===== src/hdl/clock_power_manager_registers_assert.svh =====
// Assertion helpers for the clock and power manager register file.
`ifndef CLOCK_POWER_MANAGER_REGISTERS_ASSERT_SVH
`define CLOCK_POWER_MANAGER_REGISTERS_ASSERT_SVH

// Same-cycle implication, checked outside reset.
`define CPM_ASSERT_IMPL(label, clk, rst_n, ante, cons) \
	label: assert property (@(posedge clk) disable iff (!rst_n) (ante) |-> (cons)) \
		else $error("cpm assertion failed");

// Next-cycle implication, checked outside reset.
`define CPM_ASSERT_NEXT(label, clk, rst_n, ante, cons) \
	label: assert property (@(posedge clk) disable iff (!rst_n) (ante) |=> (cons)) \
		else $error("cpm assertion failed");

`endif


===== src/hdl/cpm_pkg.sv =====
package cpm_pkg;

	localparam int PROG_CLOCKS_DEF = 4;
	localparam int PROG_CLOCKS_MAX = 4;

	localparam int XIN_W  = 27;
	localparam int WORD_W = 5;
	localparam int DATA_W = 32;
	localparam int SYS_W  = 12;
	localparam int OSC_W  = 16;
	localparam int PCK_W  = 5;
	localparam int FLAG_W = 12;

	// register word offsets
	localparam logic [WORD_W-1:0] RW_SCER  = 5'd0;
	localparam logic [WORD_W-1:0] RW_SCDR  = 5'd1;
	localparam logic [WORD_W-1:0] RW_SCSR  = 5'd2;
	localparam logic [WORD_W-1:0] RW_PCER  = 5'd4;
	localparam logic [WORD_W-1:0] RW_PCDR  = 5'd5;
	localparam logic [WORD_W-1:0] RW_PCSR  = 5'd6;
	localparam logic [WORD_W-1:0] RW_MOR   = 5'd8;
	localparam logic [WORD_W-1:0] RW_MCFR  = 5'd9;
	localparam logic [WORD_W-1:0] RW_PLLA  = 5'd10;
	localparam logic [WORD_W-1:0] RW_PLLB  = 5'd11;
	localparam logic [WORD_W-1:0] RW_MCKR  = 5'd12;
	localparam logic [WORD_W-1:0] RW_PCK0  = 5'd16;
	localparam logic [WORD_W-1:0] RW_IER   = 5'd24;
	localparam logic [WORD_W-1:0] RW_IDR   = 5'd25;
	localparam logic [WORD_W-1:0] RW_SR    = 5'd26;
	localparam logic [WORD_W-1:0] RW_IMR   = 5'd27;

	localparam logic MODE_READ  = 1'b0;
	localparam logic MODE_WRITE = 1'b1;

	localparam logic [SYS_W-1:0]  SYS_EN_MASK = 12'hf17;
	localparam logic [FLAG_W-1:0] IRQ_EN_MASK = 12'hf0f;
	localparam logic [OSC_W-1:0]  OSC_MASK    = 16'hff01;
	localparam logic [PCK_W-1:0]  PCK_MASK    = 5'h1f;

	localparam int SLOW_CLOCK_HZ = 32768;
	localparam int FREQ_SHIFT    = $clog2(SLOW_CLOCK_HZ / 16);
	localparam logic [DATA_W-1:0] MAINRDY_BIT = 32'h0001_0000;

	localparam logic [XIN_W-1:0]  XIN_DEFAULT = 27'd18432000;
	localparam logic [SYS_W-1:0]  SYS_RESET   = 12'h001;
	localparam logic [DATA_W-1:0] PLL_RESET   = 32'h0000_3f00;
	localparam logic [FLAG_W-1:0] SR_RESET    = 12'hf08;

	// status flag positions
	localparam int FLAG_OSC    = 0;
	localparam int FLAG_LOCKA  = 1;
	localparam int FLAG_LOCKB  = 2;
	localparam int FLAG_MCKRDY = 3;
	localparam int FLAG_PCK0   = 8;

endpackage


===== src/hdl/cpm_if.sv =====
interface cpm_req_if import cpm_pkg::*; ();
	logic              valid;
	logic              ready;
	logic              mode;
	logic [WORD_W-1:0] reg_word;
	logic [DATA_W-1:0] write_data;

	modport source (output valid, output mode, output reg_word, output write_data,
		input ready);
	modport sink (input valid, input mode, input reg_word, input write_data,
		output ready);
endinterface

interface cpm_rsp_if import cpm_pkg::*; ();
	logic              valid;
	logic              ready;
	logic [DATA_W-1:0] read_data;
	logic              irq;

	modport source (output valid, output read_data, output irq, input ready);
	modport sink (input valid, input read_data, input irq, output ready);
endinterface


===== src/hdl/clock_power_manager_registers.sv =====
// Channel  Direction  Beat contents
// req      in         mode, reg_word, write_data
// rsp      out        read_data, irq
// cfg      in         cfg_we, cfg_data (xin_hz)
//
// One beat per cycle while rsp is not stalled; an access passes from req to rsp via the
// input register, then one pass of decode and masked update into the result register.
// The register file updates at the edge the result is loaded, so the next access sees it.
// A stalled rsp holds the result; req keeps flowing until the input register also fills.
// arst_n clears the handshake state and loads the register file and xin_q with their reset values.
module clock_power_manager_registers import cpm_pkg::*; #(
	parameter int PROG_CLOCKS = PROG_CLOCKS_DEF
) (
	input  logic             clk,
	input  logic             arst_n,
	cpm_req_if.sink          req,
	cpm_rsp_if.source        rsp,
	input  logic             cfg_we,
	input  logic [XIN_W-1:0] cfg_data
);

	logic              valid_s1;
	logic              mode_s1;
	logic [WORD_W-1:0] word_s1;
	logic [DATA_W-1:0] wdata_s1;

	logic              out_valid_q;
	logic [DATA_W-1:0] rdata_q;
	logic              irq_q;

	logic [XIN_W-1:0]  xin_q;
	logic [SYS_W-1:0]  sys_q,   sys_d;
	logic [DATA_W-1:0] per_q,   per_d;
	logic [OSC_W-1:0]  osc_q,   osc_d;
	logic [DATA_W-1:0] plla_q,  plla_d;
	logic [DATA_W-1:0] pllb_q,  pllb_d;
	logic [DATA_W-1:0] mck_q,   mck_d;
	logic [PCK_W-1:0]  pck_q [PROG_CLOCKS];
	logic [PCK_W-1:0]  pck_d [PROG_CLOCKS];
	logic [FLAG_W-1:0] stat_q,  stat_d;
	logic [FLAG_W-1:0] mask_q,  mask_d;
	logic [DATA_W-1:0] rdata_d;

	logic advance;
	logic fire;
	logic is_wr;

	assign advance = !out_valid_q || rsp.ready;
	assign fire    = valid_s1 && advance;
	assign req.ready = !valid_s1 || advance;
	assign is_wr   = (mode_s1 == MODE_WRITE);

	assign rsp.valid     = out_valid_q;
	assign rsp.read_data = rdata_q;
	assign rsp.irq       = irq_q;

	// input register
	always_ff @(posedge clk or negedge arst_n) begin
		if (!arst_n) begin
			valid_s1 <= 1'b0;
		end else if (req.ready) begin
			valid_s1 <= req.valid;
		end
	end

	always_ff @(posedge clk) begin
		if (req.valid && req.ready) begin
			mode_s1  <= req.mode;
			word_s1  <= req.reg_word;
			wdata_s1 <= req.write_data;
		end
	end

	// decode, read mux and next register state
	always_comb begin
		sys_d   = sys_q;
		per_d   = per_q;
		osc_d   = osc_q;
		plla_d  = plla_q;
		pllb_d  = pllb_q;
		mck_d   = mck_q;
		stat_d  = stat_q;
		mask_d  = mask_q;
		rdata_d = '0;
		for (int n = 0; n < PROG_CLOCKS; n++) begin
			pck_d[n] = pck_q[n];
		end

		if (is_wr) begin
			case (word_s1)
				RW_SCER: sys_d = sys_q | (wdata_s1[SYS_W-1:0] & SYS_EN_MASK);
				RW_SCDR: sys_d = sys_q & ~(wdata_s1[SYS_W-1:0] & SYS_EN_MASK);
				RW_PCER: per_d = per_q | wdata_s1;
				RW_PCDR: per_d = per_q & ~wdata_s1;
				RW_MOR: begin
					osc_d = wdata_s1[OSC_W-1:0] & OSC_MASK;
					stat_d[FLAG_OSC] = wdata_s1[0];
				end
				RW_PLLA: begin
					plla_d = wdata_s1;
					stat_d[FLAG_LOCKA] = |wdata_s1[7:0];
				end
				RW_PLLB: begin
					pllb_d = wdata_s1;
					stat_d[FLAG_LOCKB] = |wdata_s1[7:0];
				end
				RW_MCKR: begin
					mck_d = wdata_s1;
					stat_d[FLAG_MCKRDY] = 1'b1;
				end
				RW_IER:  mask_d = mask_q | (wdata_s1[FLAG_W-1:0] & IRQ_EN_MASK);
				RW_IDR:  mask_d = mask_q & ~(wdata_s1[FLAG_W-1:0] & IRQ_EN_MASK);
				default: ;
			endcase
			// programmable clock ready flags track their system enable bits
			for (int n = 0; n < PROG_CLOCKS; n++) begin
				if (word_s1 == RW_SCER || word_s1 == RW_SCDR) begin
					stat_d[FLAG_PCK0+n] = sys_d[FLAG_PCK0+n];
				end
				if (word_s1 == RW_PCK0 + WORD_W'(n)) begin
					pck_d[n] = wdata_s1[PCK_W-1:0] & PCK_MASK;
					stat_d[FLAG_PCK0+n] = sys_q[FLAG_PCK0+n];
				end
			end
		end else begin
			case (word_s1)
				RW_SCSR: rdata_d = DATA_W'(sys_q);
				RW_PCSR: rdata_d = per_q;
				RW_MOR:  rdata_d = DATA_W'(osc_q);
				RW_MCFR: begin
					if (osc_q[0]) begin
						rdata_d = DATA_W'(xin_q >> FREQ_SHIFT) | MAINRDY_BIT;
					end
				end
				RW_PLLA: rdata_d = plla_q;
				RW_PLLB: rdata_d = pllb_q;
				RW_MCKR: rdata_d = mck_q;
				RW_SR:   rdata_d = DATA_W'(stat_q);
				RW_IMR:  rdata_d = DATA_W'(mask_q);
				default: rdata_d = '0;
			endcase
			for (int n = 0; n < PROG_CLOCKS; n++) begin
				if (word_s1 == RW_PCK0 + WORD_W'(n)) begin
					rdata_d = DATA_W'(pck_q[n]);
				end
			end
		end
	end

	// register file, committed as the result is loaded
	always_ff @(posedge clk or negedge arst_n) begin
		if (!arst_n) begin
			sys_q  <= SYS_RESET;
			per_q  <= '0;
			osc_q  <= '0;
			plla_q <= PLL_RESET;
			pllb_q <= PLL_RESET;
			mck_q  <= '0;
			stat_q <= SR_RESET;
			mask_q <= '0;
			for (int n = 0; n < PROG_CLOCKS; n++) begin
				pck_q[n] <= '0;
			end
		end else if (fire) begin
			sys_q  <= sys_d;
			per_q  <= per_d;
			osc_q  <= osc_d;
			plla_q <= plla_d;
			pllb_q <= pllb_d;
			mck_q  <= mck_d;
			stat_q <= stat_d;
			mask_q <= mask_d;
			for (int n = 0; n < PROG_CLOCKS; n++) begin
				pck_q[n] <= pck_d[n];
			end
		end
	end

	always_ff @(posedge clk or negedge arst_n) begin
		if (!arst_n) begin
			xin_q <= XIN_DEFAULT;
		end else if (cfg_we) begin
			xin_q <= cfg_data;
		end
	end

	// result register
	always_ff @(posedge clk or negedge arst_n) begin
		if (!arst_n) begin
			out_valid_q <= 1'b0;
		end else if (advance) begin
			out_valid_q <= valid_s1;
		end
	end

	always_ff @(posedge clk) begin
		if (fire) begin
			rdata_q <= is_wr ? '0 : rdata_d;
			irq_q   <= |(stat_d & mask_d);
		end
	end

`include "clock_power_manager_registers_assert.svh"

	// the held result's irq always matches the committed registers
	`CPM_ASSERT_IMPL(a_irq_consistent, clk, arst_n, out_valid_q, irq_q == |(stat_q & mask_q))
	// only reserved-free flag and mask bits ever get set
	`CPM_ASSERT_IMPL(a_no_reserved, clk, arst_n, 1'b1, stat_q[7:4] == '0 && (mask_q & ~IRQ_EN_MASK) == '0)
	// oscillator stable flag mirrors the stored enable bit
	`CPM_ASSERT_IMPL(a_osc_flag, clk, arst_n, 1'b1, stat_q[FLAG_OSC] == osc_q[0])
	// back-pressure reaches req only when both stages are full
	`CPM_ASSERT_IMPL(a_ready_low, clk, arst_n, !req.ready, valid_s1 && out_valid_q && !rsp.ready)
	// a stalled access keeps the registers unchanged
	`CPM_ASSERT_NEXT(a_stall_hold, clk, arst_n, !fire, $stable(stat_q) && $stable(mask_q))

endmodule


===== src/flat_wrapper.sv =====
// flat-port wrapper written by rule: the top's interface ports become plain ports
module clock_power_manager_registers_flat import cpm_pkg::*;
#(
	parameter int PROG_CLOCKS = PROG_CLOCKS_DEF
)
  (clk, arst_n, cfg_we, cfg_data, req_valid, req_mode, req_reg_word, req_write_data, req_ready, rsp_valid, rsp_read_data, rsp_irq, rsp_ready);
  cpm_req_if req_i ();
  cpm_rsp_if rsp_i ();
  input  logic clk;
  input  logic arst_n;
  input  logic cfg_we;
  input  logic [XIN_W-1:0] cfg_data;
  input wire logic [$bits(req_i.valid)-1:0] req_valid;
  input wire logic [$bits(req_i.mode)-1:0] req_mode;
  input wire logic [$bits(req_i.reg_word)-1:0] req_reg_word;
  input wire logic [$bits(req_i.write_data)-1:0] req_write_data;
  output wire logic [$bits(req_i.ready)-1:0] req_ready;
  output wire logic [$bits(rsp_i.valid)-1:0] rsp_valid;
  output wire logic [$bits(rsp_i.read_data)-1:0] rsp_read_data;
  output wire logic [$bits(rsp_i.irq)-1:0] rsp_irq;
  input wire logic [$bits(rsp_i.ready)-1:0] rsp_ready;
  assign req_i.valid = req_valid;
  assign req_i.mode = req_mode;
  assign req_i.reg_word = req_reg_word;
  assign req_i.write_data = req_write_data;
  assign req_ready = req_i.ready;
  assign rsp_valid = rsp_i.valid;
  assign rsp_read_data = rsp_i.read_data;
  assign rsp_irq = rsp_i.irq;
  assign rsp_i.ready = rsp_ready;
  clock_power_manager_registers #(.PROG_CLOCKS(PROG_CLOCKS)) u_core (.clk(clk), .arst_n(arst_n), .req(req_i), .rsp(rsp_i), .cfg_we(cfg_we), .cfg_data(cfg_data));
endmodule

===== config.mk =====
export PLATFORM = sky130hd
export DESIGN_NAME = clock_power_manager_registers_flat
export DESIGN_NICKNAME = d
export VERILOG_FILES = /design/src/hdl/cpm_pkg.sv /design/src/hdl/cpm_if.sv /design/src/hdl/clock_power_manager_registers.sv /design/src/flat_wrapper.sv
export VERILOG_INCLUDE_DIRS = /design/src /design/src/hdl
export SDC_FILE = /design/constraint.sdc
export NUM_CORES = 1
export LEC_CHECK = 0
export BUFFER_PORTS_ARGS = -buffer_cell sky130_fd_sc_hd__buf_2
export CELL_PAD_IN_SITES_DETAIL_PLACEMENT = 1
export CELL_PAD_IN_SITES_GLOBAL_PLACEMENT = 2
export CORE_ASPECT_RATIO = 0.75
export CORE_MARGIN = 1.5
export CORE_UTILIZATION = 45
export DETAILED_ROUTE_END_ITERATION = 10
export PLACE_DENSITY_LB_ADDON = 0.1
export REMOVE_ABC_BUFFERS = 1
export SLEW_MARGIN = 40
export SYNTH_ARGS = -nofsm -noshare
export SYNTH_HDL_FRONTEND = slang
export SYNTH_SLANG_ARGS = --single-unit

===== constraint.sdc =====
create_clock -name clk -period 4.6 [get_ports clk]
set_input_delay 0.46 -clock clk [delete_from_list [all_inputs] [get_ports clk]]
set_output_delay 0.46 -clock clk [all_outputs]
set_load 0.03 [all_outputs]

==> results.yml, run 1 <==
synth:
  synthTopCellsByArea: "dfrtp_1 (38%), edfxtp_1 (18%), mux2_2 (13%), dfstp_2 (5.2%), a22oi_1 (3.8%)"
  synth-main-ff-cell: "dfrtp_1"
  synthesis.area_sq_um: 11600
  avgSynthCellArea_sq_um: 13.4
  async_flop_share_pct: 73.7
  ys_seq_elements: 270
  ys_seq_area_share_pct: 61.7
  synth.distinct_cells: 57
  yosysTopAreaCell: "dfrtp_1"
  synthCells: 861
  ys_top_cells_by_count: "dfrtp_1 (176), mux2_2 (134), a21oi_1 (74), edfxtp_1 (71), a22oi_1 (59)"
  yosys_warnings: 0
  synth_edf_count: 71
  yosysMostFrequentCell: "dfrtp_1"
  synth.top_cell.area_share_pct: 38.1
critical_path:
  worst_ep_required_time_ns: 4.84
  arrival_ns: 3.29
  crit_family: "buffers and inverters"
  cpMaxStageDelayCell: "edfxtp_1"
  end_kind: "flop"
  crit_chain: "buf_8 -> nor2_1 -> and3_1 -> buf_4 -> nand3_1 -> a311oi_1 -> o211ai_1"
  crit_type: "reg2reg"
  r2r_setup_slack_ns: 1.55
  max_stage_delay_ns: 0.58
  worst-path-buf-inv: 2
  path_max_fanout: 34
  start_kind: "flop"
clock_tree:
  worstSkewPairLatency_ns: 0.55
  cts_sinks: 270
  h-tree-depth: 1
  clock_path_buffers: 3
  cts_buffers: 29
  cts_root_buf: "clkbuf_16"
  clkTransAtPathRegs_ns: 0.06
  cts_tree: "built"
placed_design:
  dpl-instance-area_sq_um: 12300
  gp_congestion: 0.818
  port_buffers: 93
  dp_hpwl_um: 19900
pwr:
  power_mw: 5.93
  p_clk_share_pct: 37.4
  p_per_area_nw_per_um2: 449
  vdd_ir_drop_max_v: 0.000296
  power.internal_mw: 4.39
  netSwitchingPower_mw: 1.54
  swShare_pct: 26.0
  p_leak_nw: 5.55
  pwr-share-seq_pct: 51.7
  combPwrFrac_pct: 10.9
die:
  core_area_sq_um: 25100
  die_y_um: 142
  initial_core_util_pct: 46.1
  design.die.area_sq_um: 26700
  rows: 50
  ioPinCount: 105
  die_x_um: 188
sta:
  hold_viol_final: 0
  min_period_ns: 3.05
  finalCritPeriodShare_pct: 66.3
  setup_violations: 0
  clock_skew_ns: 0.0190
  maxSlewViolCount: 0
  tns_ns: 0
  fmax_mhz: 328
  slew_headroom_pct: 46.4
  tightest_slew_ns: 0.804
  rsz0062_at_grt: "false"
drt:
  drc: 0
  ant_nets: 0
  drt_iter0_drc: 635
  drtPass1Iterations: 5
  drt_wl_total_um: 33200
  vias: 7951
  via_per_inst: 6.13
  detail_route.wl_per_cell_um: 25.6
job:
  cap_violations: 0
global_route:
  use_met2_pct: 41.9
  gr-usage-all-layers_pct: 25.1
  top_usage_layer: "met2"
  grt_overflow: 0
  grt_start_max_net_pins: 119
  grt_use_met3_pct: 3.34
  antenna_found_initial: 0
  grt_pass1_wl_um: 51200
  grt_pass1_vias: 8453
  grtUsageMet1_pct: 35.2
final_layout:
  layout-drive-gt1-share_pct: 34.6
  fin_area_sq_um: 13200
  antennaDiodeCount: 0
  syn_to_final_growth_pct: 14.3
  nets: 1007
run_status:
  status: "finished clean"
hold_path:
  hold_class: "in2reg"
==> per-stage QoR <==
stage / hold slack [ns] / worst slack, ns / utilization, % / cells
4_1_cts: 0.0615 / 1.47 / 52.5 / 1295
3_5_place_dp: 0.479 / 1.47 / 48.9 / 1240
5_1_grt: 0.0655 / 1.42 / 52.7 / 1298
2_1_floorplan: 0.164 / 0.367 / - / 793
3_3_place_gp: 0.460 / 1.47 / 48.8 / 1240
6_report: 0.0838 / 1.55 / 52.7 / 1298
==> kinds of logic after synthesis <==
| logic type | Yosys count | synth area share, % |
|---|---|---|
| and+or+nand+nor | 113 | 5.52 |
| buffers and inverters | 82 | 3.66 |
| muxes | 152 | 14.7 |
| DFF | 270 | 61.7 |
| AOI/OAI and AO/OA | 244 | 14.4 |
==> cells in the final DEF, fill, tap and decap left out, types with 6 or more instances in the layout <==
cell type,n
nand3_1,9
a311oi_1,6
a222oi_1,9
dfrtp_1,176
buf_2,92
o21ai_0,12
mux2_1,13
mux2_2,134
clkinv_2,6
a31oi_1,43
a22o_1,10
inv_1,14
a22oi_1,59
nor2_1,19
a21oi_1,74
edfxtp_1,71
buf_4,15
clkbuf_16,30
clkbuf_1,7
nand2_1,32
a221oi_1,8
dfstp_2,23
and3_1,6
==> worst reg2reg max path, cell delays in order, from the launching register on <==
cell and delay, ns:
edfxtp_1 0.58, buf_8 0.25, nor2_1 0.29, and3_1 0.25, buf_4 0.51, nand3_1 0.16, a311oi_1 0.51, o211ai_1 0.20
==> final timing paths <==
check / startpoint / to / cells after the start
worst max-delay path: u_core.word_s1[0]$_DFFE_PP_ / u_core.rsp.irq$_DFFE_PP_ / 7
worst min register to register: u_core.mck_q[1]$_DFFE_PN0P_ / u_core.mck_q[1]$_DFFE_PN0P_ / 1
min in group asynchronous: arst_n / u_core.xin_q[22]$_DFFE_PN0P_ / 2
worst min-delay path: req_write_data[5] / u_core.wdata_s1[5]$_DFFE_PP_ / 1
worst max register to register: u_core.word_s1[0]$_DFFE_PP_ / u_core.rsp.irq$_DFFE_PP_ / 7
max in group asynchronous: arst_n / u_core.pllb_q[12]$_DFFE_PN1P_ / 3
==> power by group through the flow <==
stage	sequential, mW	clock [mW]	combinational [mW]
2_1_floorplan	3.06	0	0.384
3_3_place_gp	3.07	0	0.601
3_5_place_dp	3.10	0	0.642
4_1_cts	3.06	2.27	0.648
5_1_grt	3.10	2.35	0.708
6_report	3.07	2.22	0.647
==> what timing repair did <==
item | CTS | global route
hold endpoints to repair | 102 | 0
hold buffers | 1 | 0
buffers inserted | 0 | 0
resized for setup | 0 | 0
==> metal layers <==
layer | part of all wire (%) | vias up
met4 | 1.6 | 0
met1 | 45 | 4258
li1 | - | 3447
met3 | 4.5 | 39
met5 | 0 | -
met2 | 48 | 207
==> final cells by class <==
type | count | area, sq um
Fill cell | 2505 | 11900
Sequential cell | 270 | 7140
Multi-Input combinational cell | 509 | 4030
Clock buffer | 40 | 807
Timing Repair Buffer | 113 | 669
Tap cell | 338 | 423
Clock inverter | 14 | 98.8
Inverter | 14 | 52.6
No activity file was read; power rests on OpenSTA's default activity.
==> run 2: changes to the inputs <==
--- a/config.mk
+++ b/config.mk
@@ -6,12 +6,13 @@
 export SDC_FILE = /design/constraint.sdc
 export NUM_CORES = 1
 export LEC_CHECK = 0
+export ABC_AREA = 1
 export BUFFER_PORTS_ARGS = -buffer_cell sky130_fd_sc_hd__buf_2
 export CELL_PAD_IN_SITES_DETAIL_PLACEMENT = 1
 export CELL_PAD_IN_SITES_GLOBAL_PLACEMENT = 2
 export CORE_ASPECT_RATIO = 0.75
 export CORE_MARGIN = 1.5
-export CORE_UTILIZATION = 45
+export CORE_UTILIZATION = 34
 export DETAILED_ROUTE_END_ITERATION = 10
 export PLACE_DENSITY_LB_ADDON = 0.1
 export REMOVE_ABC_BUFFERS = 1
==> constraint.sdc (replaced) <==
create_clock -name clk -period 2.73 [get_ports clk]
set_input_delay 0.273 -clock clk [delete_from_list [all_inputs] [get_ports clk]]
set_output_delay 0.273 -clock clk [all_outputs]
set_load 0.03 [all_outputs]
==> results.yml, run 2 <==
placed_design:
  dp_hpwl_um: 25100
  dpl-instance-area_sq_um: 13000
  place_ws_ns: 0.351
  port_buffers: 93
  gp_congestion: 0.813
pwr:
  pwr-share-seq_pct: 48.4
  netSwitchingPower_mw: 3.22
  power_mw: 11.3
  power.internal_mw: 8.08
  combPwrFrac_pct: 15.4
  p_leak_nw: 6.57
  swShare_pct: 28.5
  p_clk_share_pct: 36.2
  vdd_ir_drop_max_v: 0.000455
  p_per_area_nw_per_um2: 778
synth:
  yosysTopAreaCell: "dfrtp_1"
  synth.top_cell.area_share_pct: 37.4
  avgSynthCellArea_sq_um: 9.57
  ys_seq_area_share_pct: 60.6
  synth-main-ff-cell: "dfrtp_1"
  ys_seq_elements: 270
  synthTopCellsByArea: "dfrtp_1 (37%), edfxtp_1 (18%), nand2_1 (9.8%), o21ai_0 (5.6%), dfstp_2 (5.1%)"
  yosys_warnings: 0
  synthCells: 1232
  yosysMostFrequentCell: "nand2_1"
  synth_edf_count: 71
  synthesis.area_sq_um: 11800
  synth.distinct_cells: 38
  async_flop_share_pct: 73.7
  ys_top_cells_by_count: "nand2_1 (309), dfrtp_1 (176), o21ai_0 (132), inv_1 (121), edfxtp_1 (71)"
sta:
  tightest_slew_ns: 0.661
  min_period_ns: 2.40
  setup_violations: 0
  finalCritPeriodShare_pct: 87.8
  maxSlewViolCount: 0
  rsz0062_at_grt: "false"
  slew_headroom_pct: 55.9
  fin_ws_ns: 0.332
  clock_skew_ns: 0.0207
  hold_viol_final: 0
  hold_ws_ns: 0.206
  fmax_mhz: 417
critical_path:
  max_stage_delay_ns: 0.59
  crit_type: "reg2reg"
  start_kind: "flop"
  crit_chain: "nor2_4 -> nand2_1 -> nor2_1 -> nand2_2 -> inv_1 -> a22oi_1 -> nand3_1 -> nand2_1 -> inv_1"
  reg2reg_to: "u_core.rsp.read_data[9]$_SDFFCE_PP0P_"
  worstRegToRegCells: 9
  cpMaxStageDelayCell: "edfxtp_1"
  r2r_setup_slack_ns: 0.33
  arrival_ns: 2.84
  path_max_fanout: 10
  end_kind: "flop"
  worst-path-buf-inv: 2
  crit_family: "simple AND/OR/NAND/NOR gates"
  rr_startpoint: "u_core.word_s1[4]$_DFFE_PP_"
  worst_ep_required_time_ns: 3.17
die:
  rows: 58
  design.die.area_sq_um: 35800
  die_x_um: 218
  ioPinCount: 105
  initial_core_util_pct: 34.9
  core_area_sq_um: 33800
  die_y_um: 164
final_layout:
  layout-drive-gt1-share_pct: 19.1
  layout_commonest_cell: "nand2_1"
  fin_area_sq_um: 14500
  fill_cells: 3923
  fin_util_pct: 43.0
  syn_to_final_growth_pct: 23.2
  final_cell_mix: "nand2_1 (308), dfrtp_1 (176), o21ai_0 (132), inv_1 (119), buf_2 (92)"
  nets: 1472
hold_path:
  worstHoldStart: "cfg_we"
  hold_end: "u_core.xin_q[16]$_DFFE_PN1P_"
  min_path_cells: 3
  hold_class: "in2reg"
clock_tree:
  h-tree-depth: 1
  cts_buffers: 30
  clkTransAtPathRegs_ns: 0.06
  cts_root_buf: "clkbuf_16"
  cts_sinks: 270
  cts_setup_buffers: 0
  clock_path_buffers: 3
  cts_tree: "built"
  worstSkewPairLatency_ns: 0.57
drt:
  drc: 0
  ant_nets: 0
  vias: 9410
  drt_wl_total_um: 37800
  drt_iter0_drc: 605
  via_per_inst: 5.01
  detail_route.wl_per_cell_um: 20.1
  drtPass1Iterations: 5
global_route:
  grt_start_max_net_pins: 72
  antenna_found_initial: 0
  grt_overflow: 0
  grt_pass1_wl_um: 58600
  grt_pass1_vias: 9602
  gr-usage-all-layers_pct: 21.8
run_status:
  status: "finished clean"
job:
  cap_violations: 0
## run 2: worst register-to-register path, delay by kind of cell (launching register included)
family	cells	cell delay, ns
simple gates	6	1.12
compound gates	1	0.13
buf+inv	2	0.45
flops	1	0.59
## run 2: area by class of cell
class	count	area (sq um)	share of cell area, %
flip-flops and latches	270	7140	49.1
well taps	450	563	3.88
inverters	133	502	3.45
repair buffers	191	1470	10.1
multi-input cells	776	3860	26.6
diodes	1	2.50	0.0172
clock inverters	12	108	0.741
clock buffers	44	885	6.09
## run 2: repair_timing
item / 4_1_cts / 5_1_grt
endpoints found under the hold margin: 112 / 0
endpoints found under the setup margin: 0 / 0
hold buffers: 58 / 0
gates resized for setup: 0 / 0
## run 2: how the worst max path moves through the flow
stage | start | end | slack (ns) | cells past startpoint
floorplan | u_core.word_s1[4]$_DFFE_PP_ | u_core.mck_q[17]$_DFFE_PN0P_ | -0.39 | 5
global route | u_core.word_s1[4]$_DFFE_PP_ | u_core.rsp.read_data[9]$_SDFFCE_PP0P_ | 0.1 | 9
finish | u_core.word_s1[4]$_DFFE_PP_ | u_core.rsp.read_data[9]$_SDFFCE_PP0P_ | 0.33 | 9
detailed placement | u_core.word_s1[4]$_DFFE_PP_ | u_core.rsp.read_data[15]$_SDFFCE_PP0P_ | 0.35 | 7
CTS | u_core.word_s1[4]$_DFFE_PP_ | u_core.rsp.read_data[15]$_SDFFCE_PP0P_ | 0.33 | 7
global placement | u_core.word_s1[4]$_DFFE_PP_ | u_core.rsp.read_data[11]$_SDFFCE_PP0P_ | 0.41 | 9
## run 2: per-layer routing
layer  global-route usage [%]  routed length (um)
met1                     33.2               19400
met2                     33.2               16500
met3                     3.07                1460
met4                     3.10                 442
met5                        0                   0
## run 2: cells by family after synthesis
| family | Yosys count | synth area share [%] |
|---|---|---|
| AOI/OAI and AO/OA | 312 | 15.0 |
| buffers and inverters | 186 | 6.72 |
| DFF | 270 | 60.6 |
| muxes | 16 | 1.53 |
| and+or+nand+nor | 448 | 16.2 |
## run 2: metrics by stage
stage	setup TNS (ns)	std cells
6_report	0	1877
5_1_grt	0	1876
4_1_cts	0	1876
3_5_place_dp	0	1762
3_3_place_gp	0	1762
2_1_floorplan	-8.07	1179
## run 2: power by group through the flow
stage                     combinational [mW]  sequential, mW  clock (mW)
final                                   1.74            5.47        4.10
after global routing                    1.98            5.56        4.35
after CTS                               1.77            5.47        4.20
after detailed placement                1.70            5.53           0
after global placement                  1.65            5.51           0
after floorplan                        0.973            5.53           0
